**src/tpm_ram.sv**
```systemverilog
`timescale 1ns / 1ps
// ----------------------------------------------------------------------------
// tpm_ram
// Simple dual-port RAM, one write and one registered read port.
// ----------------------------------------------------------------------------
module tpm_ram #(
    parameter int DEPTH = 16,
    parameter int WIDTH = 8,
    parameter int AW    = $clog2(DEPTH)
) (
    input  logic             i_clk,
    input  logic             i_we,
    input  logic [AW-1:0]    i_waddr,
    input  logic [WIDTH-1:0] i_wdata,
    input  logic [AW-1:0]    i_raddr,
    output logic [WIDTH-1:0] o_rdata
);

    logic [WIDTH-1:0] r_mem [0:DEPTH-1];

    always_ff @(posedge i_clk) begin
        if (i_we) begin
            r_mem[i_waddr] <= i_wdata;
        end
    end

    always_ff @(posedge i_clk) begin
        o_rdata <= r_mem[i_raddr];
    end

endmodule
```
**config.mk**
```make
export PLATFORM = sky130hd
export DESIGN_NAME = tpm_ram
export DESIGN_NICKNAME = d
export VERILOG_FILES = /design/src/tpm_ram.sv
export SDC_FILE = /design/constraint.sdc
export NUM_CORES = 1
export LEC_CHECK = 0
export BUFFER_PORTS_ARGS = -buffer_cell sky130_fd_sc_hd__clkbuf_2
export CELL_PAD_IN_SITES_DETAIL_PLACEMENT = 0
export CELL_PAD_IN_SITES_GLOBAL_PLACEMENT = 1
export CORE_UTILIZATION = 40
export DETAILED_ROUTE_END_ITERATION = 7
export PLACE_DENSITY_LB_ADDON = 0.1
export SYNTH_ARGS = -nofsm -noshare
export SYNTH_HDL_FRONTEND = slang
export SYNTH_SLANG_ARGS = --single-unit
```
**constraint.sdc**
```tcl
create_clock -name i_clk -period 4 [get_ports i_clk]
set_clock_uncertainty 0.2 [all_clocks]
set_input_delay 0.2 -clock i_clk [delete_from_list [all_inputs] [get_ports i_clk]]
set_output_delay 0.2 -clock i_clk [all_outputs]
set_load 0.02 [all_outputs]
```
* Word level (Yosys, flattened, before mapping)
Memories as Yosys holds them, arrays and structs flattened. A register that Yosys moved wholly into a read port is not among the register bits.
Index checks and enable logic that the tools add are counted.
** Cells by class
- Multiplexer cells :: 2
** Operators with widths (count)
- 1-bit two-way mux :: 2
** Storage, ports and cells
- Register bits :: 0
- Input port bits :: 18
- Logic and storage cells :: 3
- Output and inout bits :: 8
- Bits in writable memories :: 128
- Memories kept :: 1
** Memory list
- r_mem :: depth 16, bits a word 8, rd ports 1, clocked after memory_dff 1, write ports 1, RTL line 19 : logic [WIDTH-1:0] r_mem [0:DEPTH-1];

* Depth between registers and ports, before layout
- Depth in word-level cells :: 2
- Depth in mapped cells :: 5
- Depth with buffers taken out :: 3

* Least setup slack after synthesis
No wires, ideal clock.
- Kind :: input port to flip-flop
- From :: input port i_waddr[2]
- To :: memory r_mem[0][0], enable pin
- Data required time :: 3.417 ns
- Setup time :: 0.383 ns
- Data arrival time :: 1.310 ns
- Cell stages on the path :: 2
- Path buffers :: 0
- Path slack :: 2.107 ns
- Path through :: or3b_2 nor3_1
** RTL lines
- start, declared :: RTL line 13 : input logic [AW-1:0] i_waddr,
- end, declared :: RTL line 19
Straight into the memory's write port.

==> impl_results.md <==
- Critical path peak fanout: 20
- Vias: 2365
- Worst skew pair latency: a little over 400 ps
- Post-Syn Nets: 247
- First-pass GRT wire length: 15980 um
- Share of cells above drive strength 1: 25.81%
- Vias in the first global route: 2536
- F_max: between 500 and 600 MHz
- Post-CTS Setup Bufs: 0
- WP data required: 4090 ps
- Cell Area, Synth: 5147 sq um
- Final hold viol count: 0
- Crit path launch: i_raddr[0]
- Area grow syn2layout: 15.58%
- Detailed placement HPWL: 6347 um
- RR Endpoint: o_rdata[7]
- Final period util: between 40% and 50%
- Multiplexer area fraction after synthesis: 15.02%
- Critical path capture point: o_rdata[0]
- Initial antenna violation count: 0
- Detailed Route Iter0 Violations: 216
- Max cap viols: 0
- Drt pass-1 iters: 4
- Root buf cell: clkbuf_16
- Hold-fix buffer count after cts: 0
- WS Path Type: in -> reg
- Sequential area share after synthesis: 77.78%
- Inserted Clock Buffers: 17
- PwrDens: 524.3 nW/um^2
- Critical Path AT: just over 2000 ps
- Port bufs: 25
- Die H: 115.4 um
- Worst min path class: in -> reg
- # diodes: 0
- Clock buffer depth: 2
- Reg clk slew, reported paths: ~50 ps
- Remaining DRCs: 0
- Post-cts resize count: 0
- Final-report max-slew violation count: 0
- #FFs+latches synth: about 140
- Worst hold margin: approximately 22 ps
- Min cycle time layout: 1964 ps
- Mean post-synth cell area: 22.48 sq um
- Leak: 1.970 nW
- Max VDD drop: 0.2634 mV
- Remaining global-route overflow: 0
- H-tree Lvls: 4
- Final wirelength: ~10000 um
- Die area: 13330 sq um
- Worst reg-to-reg path cell count: 3
- R2r startpoint: r_mem[10][7]
- Synth Area in XOR/XNOR: 0%
- Adder-cell share of the synthesized area: 0%
- Initial core utilization: 40.96%
- CP Launch Type: input pin
- Vias per inst: about 5.2
- Core ar.: between 10000 and 15000 sq um
- Complex-gate fraction of the synthesized area: 2.333%
- TritonCTS clock tree: done
- Gate Count Post-Synth: 229
- Crit end category: register
- Routability cong.: roughly 0.72
- RSZ-0062 raised after global routing: false
- DRT antenna net count: 0
- Hold_sp: i_wdata[0]
- Synth Area in Simple Gates: approximately 3.2%
- Final setup TNS: 0 ps
- Largest family of logic cells by synthesized area: multiplexers
- Final-report setup violation count: 0
- # IOs: 26
- Die X: 115.4 um
- Sink Count: 136
- R2r setup slk: approximately 2400 ps
- Largest net degree at the start of global routing: 33
- Post-synth cell types: 19
- Run status: complete, no violations
- Synth warn: 0
- Gr usage total: 18.01%
- WL per Instance: ~23 um
- Fillers: 1067
- Area of the multi-input gates: ~1100 sq um
- Seq. cell area: 4004 sq um
- Slew headroom: around a quarter
- Layout Nets: 284
- Cell row count: 41
- Worst slew pin tran: 1102 ps
power breakdown:
part / total, mW / internal, mW / switching [mW]
Clock: 1.36 / 0.834 / 0.529
Sequential: 1.61 / 1.59 / 0.0104
Combinational: 0.151 / 0.0575 / 0.0939
how the worst min path moves through the flow:
stage / endpoint / slack (ps) / cells past startpoint
CTS: r_mem[3][0] / 20 / 1
finish: r_mem[12][0] / 20 / 1
global placement: o_rdata[5] / 420 / 1
global route: r_mem[6][0] / 20 / 1
floorplan: r_mem[0][0] / 100 / 0
detailed placement: o_rdata[5] / 420 / 1
flip-flops by register name (all words and copies together), names as in the netlist:
register and cells:
r_mem 128, o_rdata 8
synth_stat cells (all sizes together):
cell	instances	area, sq um
mux4	32	773.2
clkdlybuf4s25	3	30.03
and2	1	6.260
nand2	9	33.78
a22oi	16	120.1
edfxtp	128	3844
or3b	1	8.760
nor2b	1	6.260
buf	7	56.30
nor3	4	20.02
dfxtp	8	160.2
nand3	1	5.000
nand3b	2	15.01
and2b	1	7.510
nand2b	2	12.51
nor2	13	48.80
cells in the final DEF, fill, tap and decap left out:
cell type	instances
clkbuf_1	7
nor2_1	13
and2_1	1
clkinv_2	3
clkinv_1	2
clkbuf_2	25
nand2_1	9
nor3_1	2
mux4_1	14
nand2b_1	2
buf_4	3
mux4_2	18
clkbuf_8	3
nor3_2	2
clkbuf_16	17
nor2b_1	1
dfxtp_1	8
or3b_2	1
nand3_1	1
and2b_1	1
a22oi_1	16
edfxtp_1	128
nand3b_1	2
area by class of cell:
type | count | share of cell area, %
Sequential cell | 136 | 67.30
Multi-Input combinational cell | 83 | 17.94
Clock inverter | 5 | 0.3785
Tap cell | 172 | 3.617
Timing Repair Buffer | 28 | 2.482
Clock buffer | 27 | 8.286
through the flow:
step | util [%] | std cells | power, mW | setup WS (ps) | area, sq um
2_1_floorplan | - | 229 | 1.722 | 2107 | 5147
3_3_place_gp | 43.24 | 419 | 1.786 | 1573 | 5434
3_5_place_dp | 43.24 | 419 | 1.789 | 1585 | 5434
4_1_cts | 47.34 | 451 | 3.149 | 2020 | 5949
5_1_grt | 47.34 | 451 | 3.229 | 1930 | 5949
6_report | 47.34 | 451 | 3.119 | 2036 | 5949
routing by layer:
| metal | wire, um | track usage (%) | share of wire, % |
|---|---|---|---|
| met1 | 4987 | 24.83 | 48 |
| met2 | 4939 | 27.43 | 47 |
| met3 | 460 | 4.916 | 4.4 |
| met4 | 93 | 7.013 | 0.89 |
| met5 | 0 | 0 | 0 |
cells by family (layout without fill, tap and decap cells):
| kind of cell | count (synthesis) | after routing |
|---|---|---|
| compound gates | 16 | 16 |
| buf+inv | 10 | 60 |
| flops | 136 | 136 |
| mux | 32 | 32 |
| simple gates | 35 | 35 |
critical path, cell delays in order:
cell	delay (ps)
clkbuf_2	390
buf_4	460
mux4_1	600
a22oi_1	290
nand2_1	90
No activity file was read; power rests on OpenSTA's default activity.
